`config.mk`:
```
export PLATFORM = sky130hd
export DESIGN_NAME = frame_allocator_aging_lru_flat
export DESIGN_NICKNAME = d
export VERILOG_FILES = /design/src/design/fa_lru_pkg.sv /design/src/design/fa_lru_if.sv /design/src/design/fa_lru_dp.sv /design/src/design/fa_lru_ctrl.sv /design/src/design/frame_allocator_aging_lru.sv /design/src/flat_wrapper.sv
export VERILOG_INCLUDE_DIRS = /design/src /design/src/design
export SDC_FILE = /design/constraint.sdc
export NUM_CORES = 2
export LEC_CHECK = 0
export BUFFER_PORTS_ARGS = -buffer_cell sky130_fd_sc_hd__buf_4
export CELL_PAD_IN_SITES_DETAIL_PLACEMENT = 1
export CELL_PAD_IN_SITES_GLOBAL_PLACEMENT = 1
export CORE_MARGIN = 4
export CORE_UTILIZATION = 41
export DETAILED_ROUTE_END_ITERATION = 16
export PLACE_DENSITY_LB_ADDON = 0.1
export SLEW_MARGIN = 20
export SYNTH_ARGS = -nofsm -noshare
export SYNTH_HDL_FRONTEND = slang
export SYNTH_SLANG_ARGS = --single-unit
```
`constraint.sdc`:
```
create_clock -name clk -period 5.1 [get_ports clk]
set_input_delay 0 -clock clk [delete_from_list [all_inputs] [get_ports clk]]
set_output_delay 0 -clock clk [all_outputs]
set_load 0.05 [all_outputs]
```
`src/design/assert_macros.svh`:
```
// Assertion macros used by the frame allocator datapath.
`ifndef ASSERT_MACROS_SVH
`define ASSERT_MACROS_SVH

`ifndef ASSERT_OFF

// The expression holds at every clock edge outside reset.
`define ASSERT_ALWAYS(name, clock, resetn, expr) \
    name: assert property (@(posedge clock) disable iff (!resetn) (expr)) \
        else $error("assertion failed");

// Whenever the antecedent holds, the consequent holds in the same cycle.
`define ASSERT_IMPLIES(name, clock, resetn, ante, cons) \
    name: assert property (@(posedge clock) disable iff (!resetn) (ante) |-> (cons)) \
        else $error("assertion failed");

`else

`define ASSERT_ALWAYS(name, clock, resetn, expr)
`define ASSERT_IMPLIES(name, clock, resetn, ante, cons)

`endif

`endif

```
`src/design/fa_lru_pkg.sv`:
```
// Types, constants and command words of the aging LRU frame allocator.
`timescale 1ns / 1ps

package fa_lru_pkg;

    localparam int FRAMES       = 64;
    localparam int FRAME_W      = $clog2(FRAMES);
    localparam int COUNT_W      = $clog2(FRAMES + 1);
    localparam int COUNTER_BITS = 16;
    localparam int FRAME_SHIFT  = 10;
    localparam int ADDR_W       = 32;
    localparam int PAGE_W       = ADDR_W - FRAME_SHIFT;
    localparam int OWNER_W      = 8;
    localparam int MODE_W       = 2;

    localparam logic [OWNER_W-1:0]      NO_OWNER    = '1;
    localparam logic [COUNTER_BITS-1:0] COUNTER_TOP = {1'b1, {(COUNTER_BITS-1){1'b0}}};

    localparam logic [MODE_W-1:0] MODE_TOUCH   = 2'd0;
    localparam logic [MODE_W-1:0] MODE_ALLOC   = 2'd1;
    localparam logic [MODE_W-1:0] MODE_MARK    = 2'd2;
    localparam logic [MODE_W-1:0] MODE_RELEASE = 2'd3;

    // Operation carried out on each frame during a sweep.
    localparam logic [1:0] OP_NONE    = 2'd0;
    localparam logic [1:0] OP_TOUCH   = 2'd1;
    localparam logic [1:0] OP_SCAN    = 2'd2;
    localparam logic [1:0] OP_RELEASE = 2'd3;

    typedef struct packed {
        logic [MODE_W-1:0]  mode;
        logic [FRAME_W-1:0] frame;
        logic [OWNER_W-1:0] owner;
        logic               kind;
        logic [ADDR_W-1:0]  phys_address;
    } item_t;

    typedef struct packed {
        logic [FRAME_W-1:0] result_frame;
        logic               evicted;
        logic [OWNER_W-1:0] victim_owner;
        logic               victim_writeback;
        logic [COUNT_W-1:0] freed_count;
        logic [COUNT_W-1:0] writeback_count;
        logic               status;
    } res_t;

    typedef struct packed {
        logic       load;
        logic       idx_one;
        logic       sweep;
        logic [1:0] op;
        logic       take_free;
        logic       sel_best;
        logic       take_victim;
        logic       mark;
        logic       res_load;
    } dp_cmd_t;

    typedef struct packed {
        logic [MODE_W-1:0] mode;
        logic              queue_empty;
        logic              idx_last;
        logic              out_free;
    } dp_stat_t;

endpackage

```
`src/design/fa_lru_if.sv`:
```
// Request and response channel interfaces of the frame allocator.
`timescale 1ns / 1ps

interface fa_lru_req_if import fa_lru_pkg::*; ();
    logic               valid;
    logic               ready;
    logic [MODE_W-1:0]  mode;
    logic [FRAME_W-1:0] frame;
    logic [OWNER_W-1:0] owner;
    logic               kind;
    logic [ADDR_W-1:0]  phys_address;

    modport source (output valid, mode, frame, owner, kind, phys_address, input ready);
    modport sink (input valid, mode, frame, owner, kind, phys_address, output ready);
endinterface

interface fa_lru_rsp_if import fa_lru_pkg::*; ();
    logic               valid;
    logic               ready;
    logic [FRAME_W-1:0] result_frame;
    logic               evicted;
    logic [OWNER_W-1:0] victim_owner;
    logic               victim_writeback;
    logic [COUNT_W-1:0] freed_count;
    logic [COUNT_W-1:0] writeback_count;
    logic               status;

    modport source (output valid, result_frame, evicted, victim_owner, victim_writeback,
                    freed_count, writeback_count, status, input ready);
    modport sink (input valid, result_frame, evicted, victim_owner, victim_writeback,
                  freed_count, writeback_count, status, output ready);
endinterface

```
`src/design/fa_lru_dp.sv`:
```
// Datapath of the frame allocator: frame tables, free queue, sweep stage, result register.
`timescale 1ns / 1ps
`include "assert_macros.svh"

module fa_lru_dp import fa_lru_pkg::*; (
    input  logic     clk,
    input  logic     rst_n,
    input  item_t    item,
    input  dp_cmd_t  cmd,
    output dp_stat_t stat,
    output res_t     res,
    output logic     res_valid,
    input  logic     res_ready
);

    localparam int SUM_W = FRAME_W + 1;

    // Captured request word.
    logic [MODE_W-1:0]  mode_reg;
    logic [FRAME_W-1:0] frame_reg;
    logic [OWNER_W-1:0] owner_reg;
    logic [ADDR_W-1:0]  addr_reg;

    // Sweep index and the processing stage, which holds the index of the previous cycle.
    logic [FRAME_W-1:0] idx_reg;
    logic               proc_reg;
    logic [1:0]         proc_op_reg;
    logic [FRAME_W-1:0] proc_idx_reg;

    logic [FRAME_W-1:0] target_reg;
    logic               tgt_en_reg;
    logic               tgt_clr_reg;

    // Memories with registered read data.
    logic [COUNTER_BITS-1:0] age_mem [FRAMES];
    logic [COUNTER_BITS-1:0] age_rd_reg;
    logic [OWNER_W-1:0]      owner_mem [FRAMES];
    logic [OWNER_W-1:0]      owner_rd_reg;
    logic [FRAME_W-1:0]      q_mem [FRAMES];
    logic [FRAME_W-1:0]      q_rd_reg;
    logic                    q_hit_reg;

    logic [FRAMES-1:0] q_written_reg, q_written_next;
    logic [FRAMES-1:0] valid_reg, valid_next;
    logic [FRAMES-1:0] dirty_reg, dirty_next;
    logic [FRAME_W-1:0] head_reg, head_next;
    logic [COUNT_W-1:0] count_reg, count_next;

    logic [FRAME_W-1:0]      best_reg;
    logic [COUNTER_BITS-1:0] min_reg;

    logic [FRAME_W-1:0] fsel_reg;
    logic               evict_reg;
    logic [OWNER_W-1:0] vown_reg;
    logic               vwb_reg;
    logic [COUNT_W-1:0] freed_reg;
    logic [COUNT_W-1:0] wbc_reg;

    res_t out_reg, out_next;
    logic out_valid_reg;

    // Combinational signals.
    logic [PAGE_W-1:0]       page;
    logic                    page_ok;
    logic [FRAME_W-1:0]      page_idx;
    logic [FRAME_W-1:0]      p;
    logic [COUNTER_BITS-1:0] shifted;
    logic [COUNTER_BITS-1:0] age_wd;
    logic                    age_we;
    logic                    rel_hit;
    logic                    push;
    logic                    scan_upd;
    logic [SUM_W-1:0]        tail_sum;
    logic [FRAME_W-1:0]      tail;
    logic [FRAME_W-1:0]      take_f;
    logic [FRAME_W-1:0]      alloc_f;
    logic                    alloc_take;
    logic                    owner_we;
    logic [FRAME_W-1:0]      owner_wa;
    logic [OWNER_W-1:0]      owner_wd;
    logic [FRAME_W-1:0]      owner_ra;

    assign page     = addr_reg[ADDR_W-1:FRAME_SHIFT];
    assign page_ok  = ADDR_W'(page) < ADDR_W'(FRAMES);
    assign page_idx = page[FRAME_W-1:0];

    assign p       = proc_idx_reg;
    assign shifted = valid_reg[p] ? (age_rd_reg >> 1) : age_rd_reg;

    // A freshly allocated frame starts from a cleared counter, so it ends the
    // sweep with only the top bit set.
    always_comb
    begin
        age_wd = shifted;
        if (tgt_en_reg && (p == target_reg))
        begin
            age_wd = tgt_clr_reg ? COUNTER_TOP : (shifted | COUNTER_TOP);
        end
    end

    assign age_we   = proc_reg && (proc_op_reg == OP_TOUCH);
    assign rel_hit  = proc_reg && (proc_op_reg == OP_RELEASE) && valid_reg[p]
                      && (owner_rd_reg == owner_reg);
    assign push     = rel_hit && (count_reg < COUNT_W'(FRAMES));
    assign scan_upd = proc_reg && (proc_op_reg == OP_SCAN)
                      && ((p == FRAME_W'(1)) || (age_rd_reg < min_reg));

    assign tail_sum = SUM_W'(head_reg) + SUM_W'(count_reg);
    assign tail     = (tail_sum >= SUM_W'(FRAMES)) ? FRAME_W'(tail_sum - SUM_W'(FRAMES))
                                                   : tail_sum[FRAME_W-1:0];

    // Queue entries never written have no reset value; the head index itself is taken in their place.
    assign take_f     = q_hit_reg ? q_rd_reg : head_reg;
    assign alloc_f    = cmd.take_free ? take_f : best_reg;
    assign alloc_take = cmd.take_free || cmd.take_victim;

    assign owner_we = alloc_take || rel_hit;
    assign owner_wa = alloc_take ? alloc_f : p;
    assign owner_wd = alloc_take ? owner_reg : NO_OWNER;
    assign owner_ra = cmd.sel_best ? best_reg : idx_reg;

    always_comb
    begin
        valid_next     = valid_reg;
        dirty_next     = dirty_reg;
        q_written_next = q_written_reg;
        head_next      = head_reg;
        count_next     = count_reg;
        if (alloc_take)
        begin
            valid_next[alloc_f] = 1'b1;
            dirty_next[alloc_f] = 1'b0;
        end
        if (rel_hit)
        begin
            valid_next[p] = 1'b0;
            dirty_next[p] = 1'b0;
        end
        if (cmd.mark && page_ok)
        begin
            dirty_next[page_idx] = 1'b1;
        end
        if (push)
        begin
            q_written_next[tail] = 1'b1;
            count_next           = count_reg + COUNT_W'(1);
        end
        if (cmd.take_free)
        begin
            head_next  = (head_reg == FRAME_W'(FRAMES - 1)) ? '0 : head_reg + FRAME_W'(1);
            count_next = count_reg - COUNT_W'(1);
        end
    end

    always_comb
    begin
        out_next                  = '0;
        out_next.victim_owner     = NO_OWNER;
        case (mode_reg)
            MODE_TOUCH:
            begin
                out_next.result_frame = frame_reg;
            end
            MODE_ALLOC:
            begin
                out_next.result_frame     = fsel_reg;
                out_next.evicted          = evict_reg;
                out_next.victim_owner     = vown_reg;
                out_next.victim_writeback = vwb_reg;
            end
            MODE_MARK:
            begin
                out_next.result_frame = page_idx;
                out_next.status       = !page_ok;
            end
            MODE_RELEASE:
            begin
                out_next.freed_count     = freed_reg;
                out_next.writeback_count = wbc_reg;
            end
            default:
            begin
                out_next = out_next;
            end
        endcase
    end

    // Control state.
    always_ff @(posedge clk or negedge rst_n)
    begin
        if (!rst_n)
        begin
            proc_reg      <= 1'b0;
            valid_reg     <= '0;
            dirty_reg     <= '0;
            q_written_reg <= '0;
            head_reg      <= '0;
            count_reg     <= COUNT_W'(FRAMES);
            out_valid_reg <= 1'b0;
        end
        else
        begin
            proc_reg      <= cmd.sweep;
            valid_reg     <= valid_next;
            dirty_reg     <= dirty_next;
            q_written_reg <= q_written_next;
            head_reg      <= head_next;
            count_reg     <= count_next;
            if (cmd.res_load)
            begin
                out_valid_reg <= 1'b1;
            end
            else if (res_ready)
            begin
                out_valid_reg <= 1'b0;
            end
        end
    end

    // Payload registers.
    always_ff @(posedge clk)
    begin
        proc_op_reg  <= cmd.op;
        proc_idx_reg <= idx_reg;
        if (cmd.load)
        begin
            mode_reg    <= item.mode;
            frame_reg   <= item.frame;
            owner_reg   <= item.owner;
            addr_reg    <= item.phys_address;
            idx_reg     <= '0;
            target_reg  <= item.frame;
            tgt_en_reg  <= ADDR_W'(item.frame) < ADDR_W'(FRAMES);
            tgt_clr_reg <= 1'b0;
            evict_reg   <= 1'b0;
            vown_reg    <= NO_OWNER;
            vwb_reg     <= 1'b0;
            freed_reg   <= '0;
            wbc_reg     <= '0;
        end
        else if (cmd.idx_one)
        begin
            idx_reg <= FRAME_W'(1);
        end
        else if (alloc_take)
        begin
            idx_reg     <= '0;
            target_reg  <= alloc_f;
            tgt_en_reg  <= 1'b1;
            tgt_clr_reg <= 1'b1;
            fsel_reg    <= alloc_f;
        end
        else if (cmd.sweep)
        begin
            idx_reg <= idx_reg + FRAME_W'(1);
        end
        if (cmd.take_victim)
        begin
            evict_reg <= 1'b1;
            vown_reg  <= owner_rd_reg;
            vwb_reg   <= dirty_reg[best_reg];
        end
        if (scan_upd)
        begin
            best_reg <= p;
            min_reg  <= age_rd_reg;
        end
        if (rel_hit)
        begin
            freed_reg <= freed_reg + COUNT_W'(1);
            if (dirty_reg[p])
            begin
                wbc_reg <= wbc_reg + COUNT_W'(1);
            end
        end
        if (cmd.res_load)
        begin
            out_reg <= out_next;
        end
    end

    // Age counter memory.
    always_ff @(posedge clk)
    begin
        if (age_we)
        begin
            age_mem[p] <= age_wd;
        end
        age_rd_reg <= age_mem[idx_reg];
    end

    // Owner memory.
    always_ff @(posedge clk)
    begin
        if (owner_we)
        begin
            owner_mem[owner_wa] <= owner_wd;
        end
        owner_rd_reg <= owner_mem[owner_ra];
    end

    // Free queue memory.
    always_ff @(posedge clk)
    begin
        if (push)
        begin
            q_mem[tail] <= p;
        end
        q_rd_reg  <= q_mem[head_reg];
        q_hit_reg <= q_written_reg[head_reg];
    end

    assign stat.mode        = mode_reg;
    assign stat.queue_empty = (count_reg == '0);
    assign stat.idx_last    = (idx_reg == FRAME_W'(FRAMES - 1));
    assign stat.out_free    = !out_valid_reg || res_ready;

    assign res       = out_reg;
    assign res_valid = out_valid_reg;

    `ASSERT_ALWAYS(a_count_range, clk, rst_n, count_reg <= COUNT_W'(FRAMES))
    `ASSERT_IMPLIES(a_pop_nonempty, clk, rst_n, cmd.take_free, count_reg != '0)
    `ASSERT_IMPLIES(a_evict_when_full, clk, rst_n, cmd.take_victim, count_reg == '0)
    `ASSERT_IMPLIES(a_result_slot, clk, rst_n, cmd.res_load, !out_valid_reg || res_ready)

endmodule

```
`src/design/fa_lru_ctrl.sv`:
```
// Controller state machine that sequences the allocator's sweeps and result hand-off.
`timescale 1ns / 1ps

module fa_lru_ctrl import fa_lru_pkg::*; (
    input  logic     clk,
    input  logic     rst_n,
    input  logic     in_valid,
    output logic     in_ready,
    input  dp_stat_t stat,
    output dp_cmd_t  cmd
);

    localparam logic [3:0] S_IDLE      = 4'd0;
    localparam logic [3:0] S_DISPATCH  = 4'd1;
    localparam logic [3:0] S_POP       = 4'd2;
    localparam logic [3:0] S_TOUCH     = 4'd3;
    localparam logic [3:0] S_TOUCH_END = 4'd4;
    localparam logic [3:0] S_SCAN      = 4'd5;
    localparam logic [3:0] S_SCAN_END  = 4'd6;
    localparam logic [3:0] S_EVICT_RD  = 4'd7;
    localparam logic [3:0] S_EVICT     = 4'd8;
    localparam logic [3:0] S_RELEASE   = 4'd9;
    localparam logic [3:0] S_REL_END   = 4'd10;
    localparam logic [3:0] S_FINISH    = 4'd11;

    logic [3:0] state_reg, state_next;

    always_comb
    begin
        state_next = state_reg;
        cmd        = '0;
        in_ready   = 1'b0;
        case (state_reg)
            S_IDLE:
            begin
                in_ready = 1'b1;
                if (in_valid)
                begin
                    cmd.load   = 1'b1;
                    state_next = S_DISPATCH;
                end
            end
            S_DISPATCH:
            begin
                case (stat.mode)
                    MODE_TOUCH:
                    begin
                        state_next = S_TOUCH;
                    end
                    MODE_ALLOC:
                    begin
                        // The queue head is read in this cycle for the pop.
                        if (stat.queue_empty)
                        begin
                            cmd.idx_one = 1'b1;
                            state_next  = S_SCAN;
                        end
                        else
                        begin
                            state_next = S_POP;
                        end
                    end
                    MODE_MARK:
                    begin
                        cmd.mark   = 1'b1;
                        state_next = S_FINISH;
                    end
                    MODE_RELEASE:
                    begin
                        state_next = S_RELEASE;
                    end
                    default:
                    begin
                        state_next = S_FINISH;
                    end
                endcase
            end
            S_POP:
            begin
                cmd.take_free = 1'b1;
                state_next    = S_TOUCH;
            end
            S_TOUCH:
            begin
                cmd.sweep = 1'b1;
                cmd.op    = OP_TOUCH;
                if (stat.idx_last)
                begin
                    state_next = S_TOUCH_END;
                end
            end
            S_TOUCH_END:
            begin
                state_next = S_FINISH;
            end
            S_SCAN:
            begin
                cmd.sweep = 1'b1;
                cmd.op    = OP_SCAN;
                if (stat.idx_last)
                begin
                    state_next = S_SCAN_END;
                end
            end
            S_SCAN_END:
            begin
                state_next = S_EVICT_RD;
            end
            S_EVICT_RD:
            begin
                cmd.sel_best = 1'b1;
                state_next   = S_EVICT;
            end
            S_EVICT:
            begin
                cmd.take_victim = 1'b1;
                state_next      = S_TOUCH;
            end
            S_RELEASE:
            begin
                cmd.sweep = 1'b1;
                cmd.op    = OP_RELEASE;
                if (stat.idx_last)
                begin
                    state_next = S_REL_END;
                end
            end
            S_REL_END:
            begin
                state_next = S_FINISH;
            end
            S_FINISH:
            begin
                if (stat.out_free)
                begin
                    cmd.res_load = 1'b1;
                    state_next   = S_IDLE;
                end
            end
            default:
            begin
                state_next = S_IDLE;
            end
        endcase
    end

    always_ff @(posedge clk or negedge rst_n)
    begin
        if (!rst_n)
        begin
            state_reg <= S_IDLE;
        end
        else
        begin
            state_reg <= state_next;
        end
    end

endmodule

```
`src/design/frame_allocator_aging_lru.sv`:
```
// Physical frame allocator with aging LRU replacement: top level.
// One request word is taken at a time and answered by one response word.
// Work is done one frame per cycle over the age and owner memories: a touch
// is a sweep over all frames, an allocate from the free queue a pop and then
// the touch sweep, an allocate that must evict a 63-frame minimum search, then
// the touch sweep, a mark dirty no sweep at all and a release owner a sweep.
// The response register lets a new request be taken while the previous
// response waits. No clearing pass is needed after reset.
`timescale 1ns / 1ps

module frame_allocator_aging_lru import fa_lru_pkg::*; (
    input logic         clk,
    input logic         rst_n,
    fa_lru_req_if.sink  req,
    fa_lru_rsp_if.source rsp
);

    item_t    item;
    res_t     res;
    dp_cmd_t  cmd;
    dp_stat_t stat;

    // The kind bit is kept in the word but does not affect any response.
    assign item.mode         = req.mode;
    assign item.frame        = req.frame;
    assign item.owner        = req.owner;
    assign item.kind         = req.kind;
    assign item.phys_address = req.phys_address;

    fa_lru_ctrl u_ctrl (
        .clk      (clk),
        .rst_n    (rst_n),
        .in_valid (req.valid),
        .in_ready (req.ready),
        .stat     (stat),
        .cmd      (cmd)
    );

    fa_lru_dp u_dp (
        .clk       (clk),
        .rst_n     (rst_n),
        .item      (item),
        .cmd       (cmd),
        .stat      (stat),
        .res       (res),
        .res_valid (rsp.valid),
        .res_ready (rsp.ready)
    );

    assign rsp.result_frame     = res.result_frame;
    assign rsp.evicted          = res.evicted;
    assign rsp.victim_owner     = res.victim_owner;
    assign rsp.victim_writeback = res.victim_writeback;
    assign rsp.freed_count      = res.freed_count;
    assign rsp.writeback_count  = res.writeback_count;
    assign rsp.status           = res.status;

endmodule

```
`src/flat_wrapper.sv`:
```
// flat-port wrapper written by rule: the top's interface ports become plain ports
module frame_allocator_aging_lru_flat import fa_lru_pkg::*;
  (clk, rst_n, req_valid, req_mode, req_frame, req_owner, req_kind, req_phys_address, req_ready, rsp_valid, rsp_result_frame, rsp_evicted, rsp_victim_owner, rsp_victim_writeback, rsp_freed_count, rsp_writeback_count, rsp_status, rsp_ready);
  fa_lru_req_if req_i ();
  fa_lru_rsp_if rsp_i ();
  input logic clk;
  input logic rst_n;
  input wire logic [$bits(req_i.valid)-1:0] req_valid;
  input wire logic [$bits(req_i.mode)-1:0] req_mode;
  input wire logic [$bits(req_i.frame)-1:0] req_frame;
  input wire logic [$bits(req_i.owner)-1:0] req_owner;
  input wire logic [$bits(req_i.kind)-1:0] req_kind;
  input wire logic [$bits(req_i.phys_address)-1:0] req_phys_address;
  output wire logic [$bits(req_i.ready)-1:0] req_ready;
  output wire logic [$bits(rsp_i.valid)-1:0] rsp_valid;
  output wire logic [$bits(rsp_i.result_frame)-1:0] rsp_result_frame;
  output wire logic [$bits(rsp_i.evicted)-1:0] rsp_evicted;
  output wire logic [$bits(rsp_i.victim_owner)-1:0] rsp_victim_owner;
  output wire logic [$bits(rsp_i.victim_writeback)-1:0] rsp_victim_writeback;
  output wire logic [$bits(rsp_i.freed_count)-1:0] rsp_freed_count;
  output wire logic [$bits(rsp_i.writeback_count)-1:0] rsp_writeback_count;
  output wire logic [$bits(rsp_i.status)-1:0] rsp_status;
  input wire logic [$bits(rsp_i.ready)-1:0] rsp_ready;
  assign req_i.valid = req_valid;
  assign req_i.mode = req_mode;
  assign req_i.frame = req_frame;
  assign req_i.owner = req_owner;
  assign req_i.kind = req_kind;
  assign req_i.phys_address = req_phys_address;
  assign req_ready = req_i.ready;
  assign rsp_valid = rsp_i.valid;
  assign rsp_result_frame = rsp_i.result_frame;
  assign rsp_evicted = rsp_i.evicted;
  assign rsp_victim_owner = rsp_i.victim_owner;
  assign rsp_victim_writeback = rsp_i.victim_writeback;
  assign rsp_freed_count = rsp_i.freed_count;
  assign rsp_writeback_count = rsp_i.writeback_count;
  assign rsp_status = rsp_i.status;
  assign rsp_i.ready = rsp_ready;
  frame_allocator_aging_lru u_core (.clk(clk), .rst_n(rst_n), .req(req_i), .rsp(rsp_i));
endmodule
```
# Word-level counts from Yosys, hierarchy flattened
# Memory sizes are Yosys's and may differ from the RTL's. A register that Yosys moved wholly into a read port is not among the register bits.
# Index checks and enable logic that the tools add are counted.
[classes]
shift = 0
multipliers = 0
n_reduce_logical = 34
bitwise_logic = 10
n_div = 0
add_sub_neg = 8
muxes = 79
eq_ne = 28
magnitude_cmp = 14
[ops]
columns = ["op", "n"]
rows = [
  ["$mux W64", 5],
  ["$and A64 B64 Y64", 3],
  ["$or A64 B64 Y64", 3],
  ["$not A64 Y64", 2],
  ["$mux W6", 9],
  ["$mux W7", 7],
  ["$lt A6 B7 Y1 const B", 6],
  ["$pmux W4 S10", 1],
  ["$mux W1", 34],
  ["$mux W16", 2],
  ["$bmux W1 S6", 4],
  ["$demux W1 S6", 4],
  ["$ge A6 B1 Y1 const B", 4],
  ["$mux W8", 3],
  ["$lt A22 B7 Y1 const B", 1],
  ["$add A7 B1 Y7 const B", 3],
  ["$mux W4", 5],
  ["$pmux W6 S3", 1],
  ["$eq A4 B3 Y1 const B", 4],
  ["$eq A4 B4 Y1 const B", 4],
  ["$lt A16 B16 Y1", 1],
  ["$pmux W4 S4", 1],
  ["$mux W15", 1],
  ["$add A6 B1 Y6 const B", 2],
  ["31 further kinds", 63],
]
[totals]
mem_bits_rw = 1920
word_cells = 210
output_inout_bits = 33
latch_bits = 0
input_bits = 53
romBits = 0
ff_bits = 364
n_memories = 3
[memory_table]
columns = ["memory", "words", "width", "read_ports", "rd_ports_with_merged_regs", "wr", "line", "text"]
rows = [
  ["u_core.u_dp.age_mem", 64, 16, 1, 1, 1, "fa_lru_dp.sv:35", "logic [COUNTER_BITS-1:0] age_mem [FRAMES];"],
  ["u_core.u_dp.owner_mem", 64, 8, 1, 1, 1, "fa_lru_dp.sv:37", "logic [OWNER_W-1:0] owner_mem [FRAMES];"],
  ["u_core.u_dp.q_mem", 64, 6, 1, 1, 1, "fa_lru_dp.sv:39", "logic [FRAME_W-1:0] q_mem [FRAMES];"],
]

# Depth between registers and ports, before layout
[depth]
depth_word = 14
ltp_mapped = 14
depth_no_buf = 11

# Modules after synthesis
# A second synthesis with hierarchy kept.
[hier_totals]
hier_cells = 4744
area_unflattened_um2 = 91968.2
[modules_own_cells]
columns = ["mod", "cells_each", "seq_area_each_um2", "instances", "area_per_inst_um2"]
rows = [
  ["fa_lru_dp", 4682, 67491.0, 1, 91499.0],
  ["fa_lru_ctrl", 62, 100.1, 1, 469.2],
]

# Worst setup path after synthesis
# OpenSTA, ideal clock, no wires.
[synth_path]
path_kind = "register -> register"
from = "reg u_core.u_dp.proc_idx_reg[1] (netlist: u_core.u_dp.p[1])"
to = "mem u_core.u_dp.age_mem[0][10], data pin"
setup_time_ps = 499
stages_incl_launch_ff = 11
period_less_slack_ps = 4981
arrival_ps = 4482
required_time_ps = 4601
n_path_buf = 3
slack_ps = 119
cell_sequence = "dfxtp_1 > buf_4 > nor2b_1 > a22o_1 > a2111oi_0 > o2111a_1 > and3_1 > buf_6 > buf_2 > mux2i_1 > nor2_1"
[synth_via]
elab_chain_len = 5
word_cells_on_any_way = 6
classes_between = "eq/ne: 1; mux: 5"
[synth_lines]
columns = ["element", "line", "text"]
rows = [
  ["start, declared", "fa_lru_dp.sv:28", "logic [FRAME_W-1:0] proc_idx_reg;"],
  ["start signal, assigned", "fa_lru_dp.sv:224", "proc_idx_reg <= idx_reg;"],
  ["$bmux W1 S6", "fa_lru_dp.sv:88", "assign shifted = valid_reg[p] ? (age_rd_reg >> 1) : age_rd_reg;"],
  ["$mux W1 (not written as such)", "fa_lru_dp.sv:88", ""],
  ["$mux W16", "fa_lru_dp.sv:88", ""],
  ["$mux W15", "fa_lru_dp.sv:97", "age_wd = tgt_clr_reg ? COUNTER_TOP : (shifted | COUNTER_TOP);"],
  ["$mux W16 *", "fa_lru_dp.sv:95", "if (tgt_en_reg && (p == target_reg))"],
  ["via u_core.u_dp.age_wd[10]", "fa_lru_dp.sv:68", "logic [COUNTER_BITS-1:0] age_wd;"],
  ["end, declared", "fa_lru_dp.sv:35", ""],
]
# The timed path passes the listed nets; every way through them passes the cells marked *. The select of a mux whose other input is x is not followed.

# Worst setup path after layout
[layout_path]
from = "reg u_core.u_dp.proc_idx_reg[0] (netlist: u_core.u_dp.p[0])"
to = "mem u_core.u_dp.age_mem[45][4], data pin"
# Same word-level chain as after synthesis.

==> impl_metrics.csv <==
group,metric,value,unit
place,gp_congestion,0.8611,
setup_path,crit_start,"u_core.u_dp.p[0]$_DFF_P_",
final_layout,reg_top3,"u_core.u_dp.age_mem (1024), u_core.u_dp.owner_mem (512), u_core.u_dp.q_mem (384)",
final_layout,nets,5510,
synthesis,ys_async_sr_fraction,9.158,%
timing,fmax,0.2114,GHz
route,firstDrtPassIters,5,
route,vias_per_cell,5.742,
timing,hold_viol_final,0,
clock_network,clock_latency,870,ps
final_layout,largest_register_ffs,1024,
synthesis,yosys_warnings,0,
place,placed_area,98280,um2
setup_path,crit_path_cell_trace,"buf_12 > nand3b_1 > a21oi_1 > a2111oi_0 > o2111a_1 > and3_2 > buf_12 > mux2i_1 > nor2_4 > buf_4",
floorplanning,ios,86,
global_route,antenna_found_initial,12,
timing,maxSlewViolCount,0,
synthesis,avgSynthCellArea,18.39,um2
clock_network,cts-root-buf,"clkbuf_16",
setup_path,cp_top_family,"simple AND/OR/NAND/NOR gates",
synthesis,yosysSeqAreaShare,73.22,%
final_layout,regMostFlops,"u_core.u_dp.age_mem",
timing,fin_worst_skew,37.07,ps
floorplanning,die_area,232800,um2
setup_path,cp-start-kind,"flip-flop",
synthesis,synth_edf_count,2039,
place,port_buffers,74,
place,dp_hpwl,158500,um
floorplanning,die_x,482.5,um
clock_network,cts_buffer_depth,3,
status,outcome,"completed",
synthesis,ys.flop_type,"edfxtp_1",
timing,finalSetupViolCount,0,
clock_network,clk_pin_slew,60,ps
timing,tns,0,ps
clock_network,cts_resized,0,
global_route,grt_pass1_wl,381200,um
global_route,overflow,0,
synthesis,synth.net_count,5105,
clock_network,htreeDepth,4,
clock_network,cts_hold_buf,81,
pwr,peakVddDrop,461.8,uV
clock_network,cts_setup_buffers,0,
global_route,grt_max_degree,178,
floorplanning,start_util,41.37,%
setup_path,cp_max_fo,38,
worst_hold_path,hp-class,"in -> reg",
setup_path,slowest_delay,810,ps
global_route,grt_use_total,22.57,%
timing,rsz0062_at_grt,"false",
synthesis,synthCells,5021,
setup_path,end_kind,"flip-flop",
synthesis,syn-cell-area,92310,um2
floorplanning,die_height,482.5,um
final_layout,syn_to_final_growth,15.29,%
pwr,p_leak,34.62,nW
global_route,grt_pass1_vias,52220,
final_layout,stdcell_area,106400,um2
clock_network,cts_sinks,2304,
setup_path,r2r-start,"u_core.u_dp.p[0]$_DFF_P_",
flow_run,cap_violations,0,
route,drc_errors,0,
setup_path,cp_slowest_cell,"a2111oi_0",
timing,maxSlewHeadroom,27.00,%
route,postRouteAntennaNets,0,
route,drt-total-wl,261900,um
synthesis,yosysUniqueCellTypes,77,
final_layout,drive_gt1_share,25.49,%
route,via_count,49370,
worst_hold_path,worstHoldStart,"req_frame[2]",
timing,min_period_over_period,92.74,%
clock_network,cts_tree,"yes",
route,avgRoutedWirePerCell,30.47,um
synthesis,yosys_register_bits,2304,
route,drtIter0Drc,4430,
timing,fin_crit,4730,ps
floorplanning,coreArea,223200,um2
setup_path,crit_top_cell,"buf_12",
setup_path,worstPathRequired,5730,ps
setup_path,critPathKind,"reg -> reg",
pwr,p_per_area,555.2,nW/um2
floorplanning,rows,173,
setup_path,cp.arrival,5360,ps
pwr,total_power,59.09,mW
clock_network,numCtsBuffers,235,
timing,worstMarginPinSlew,1085,ps
setup_path,cp.buffers_inverters,3,
[cell families (layout without fill, tap and decap cells)]
family	count (synthesis)	count (layout)	share of synthesized area (%)
mux	691	691	15.31
xor+xnor	43	43	0.4080
flops	2304	2304	73.22
fa+ha+maj	31	31	0.4364
other cells	0	8	0
compound gates	576	576	3.791
simple gates	1056	1056	5.342
buf+inv	320	914	1.496
[cells in the final DEF, fill, tap and decap left out, types with 24 or more instances in the layout]
cell           count
a21oi_1          194
buf_4            350
clkbuf_1          73
clkbuf_16        236
clkinv_1          44
clkinv_2          38
dfrtp_1          207
dfxtp_1           43
dlygate4sd3_1     80
edfxtp_1        2039
ha_1              29
inv_1             29
mux2i_1           97
mux4_2           575
nand2_1          338
nand2b_1          35
nand3_1           60
nand3b_1          26
nand4_1           24
nor2_1           233
nor2_2            60
nor3_1           137
o21ai_0          141
o21bai_1          68
o22ai_1           46
[cell usage after synthesis, types with 5 or more instances]
master	instances	area share, %
dfxtp_1	54	1.2
and3_1	23	0.16
inv_1	30	0.12
xnor2_1	23	0.22
nor3_2	20	0.22
nand3_1	60	0.33
buf_1	53	0.22
o21ai_1	11	0.060
mux2_2	16	0.20
or3_1	5	0.034
dfrtp_1	210	5.7
o221ai_1	13	0.12
mux4_2	575	14
a31oi_1	7	0.047
mux2i_1	100	1.1
a2111oi_0	15	0.14
and2_1	10	0.068
o21bai_1	68	0.55
edfxtp_1	2039	66
clkbuf_1	152	0.62
nand2b_1	43	0.29
nor4_1	18	0.12
buf_6	7	0.085
buf_4	14	0.11
buf_2	60	0.33
nor2_1	307	1.2
nand2_1	338	1.4
ha_1	29	0.39
xor2_1	20	0.19
a21oi_1	198	1.1
a22oi_1	7	0.057
o41ai_1	6	0.057
nand4_1	24	0.16
nand3b_1	26	0.21
a21o_1	20	0.16
o22ai_1	46	0.31
nor3_1	138	0.75
nor2b_1	14	0.095
or3b_1	8	0.076
o21ai_0	141	0.76
o211ai_1	5	0.041
[power breakdown]
group          internal (mW)  total [mW]  switching, mW
clock network           9.21        16.4           7.19
registers               24.7        25.8           1.05
logic                   5.70        16.9           11.2
[worst reg2reg max path, delay by kind of cell, from the launching register on]
kind | cells | cell delay (ps)
AO/OA/AOI/OAI | 3 | 1320
multiplexers | 1 | 150
buffers and inverters | 3 | 1000
flip-flops | 1 | 650
AND/OR/NAND/NOR | 3 | 1390
[area by class of cell]
| class | instances | area, um2 |
|---|---|---|
| fillers | 20680 | 116700 |
| flip-flops and latches | 2304 | 67640 |
| well taps | 2975 | 3722 |
| clock buffers | 317 | 6290 |
| diodes | 8 | 20.02 |
| clock inverters | 109 | 934.6 |
| inverters | 34 | 127.6 |
| repair buffers | 454 | 3941 |
| multi-input cells | 2397 | 23760 |
[layer usage]
| metal | vias up | global-route usage, % | part of all wire, % |
|---|---|---|---|
| met5 | - | 0 | 0 |
| met2 | 1300 | 37.08 | 49 |
| li1 | 21010 | - | - |
| met1 | 26760 | 32.32 | 45 |
| met4 | 0 | 4.733 | 1.8 |
| met3 | 307 | 3.270 | 4.8 |
[final timing paths]
kind / slack, ps / depth (start not counted) / to
worst max-delay path: 370 / 10 / u_core.u_dp.age_mem[45][4]$_DFFE_PP_
worst min register to register: 440 / 1 / u_core.u_dp.evict_reg$_SDFFE_PP1P_
worst min-delay path: 90 / 4 / u_core.u_dp.target_reg[2]$_DFFE_PP_
min in group asynchronous: 260 / 4 / u_core.u_dp.q_written_reg[4]$_DFFE_PN0P_
max in group asynchronous: 3750 / 5 / u_core.u_dp.valid_reg[9]$_DFF_PN0_
worst max register to register: 370 / 10 / u_core.u_dp.age_mem[45][4]$_DFFE_PP_
[per-stage QoR]
stage,utilization [%],instances,hold slack [ps],setup WS (ps)
4_1_cts,47.64,8587,3.508,261.2
3_3_place_gp,44.01,8078,-89.69,451.3
6_report,47.69,8598,86.09,370.5
5_1_grt,47.69,8594,33.63,133.0
2_1_floorplan,-,5021,-295.6,119.5
3_5_place_dp,44.04,8080,-88.57,286.3
Note: power is estimated with default switching activity, not from simulation.
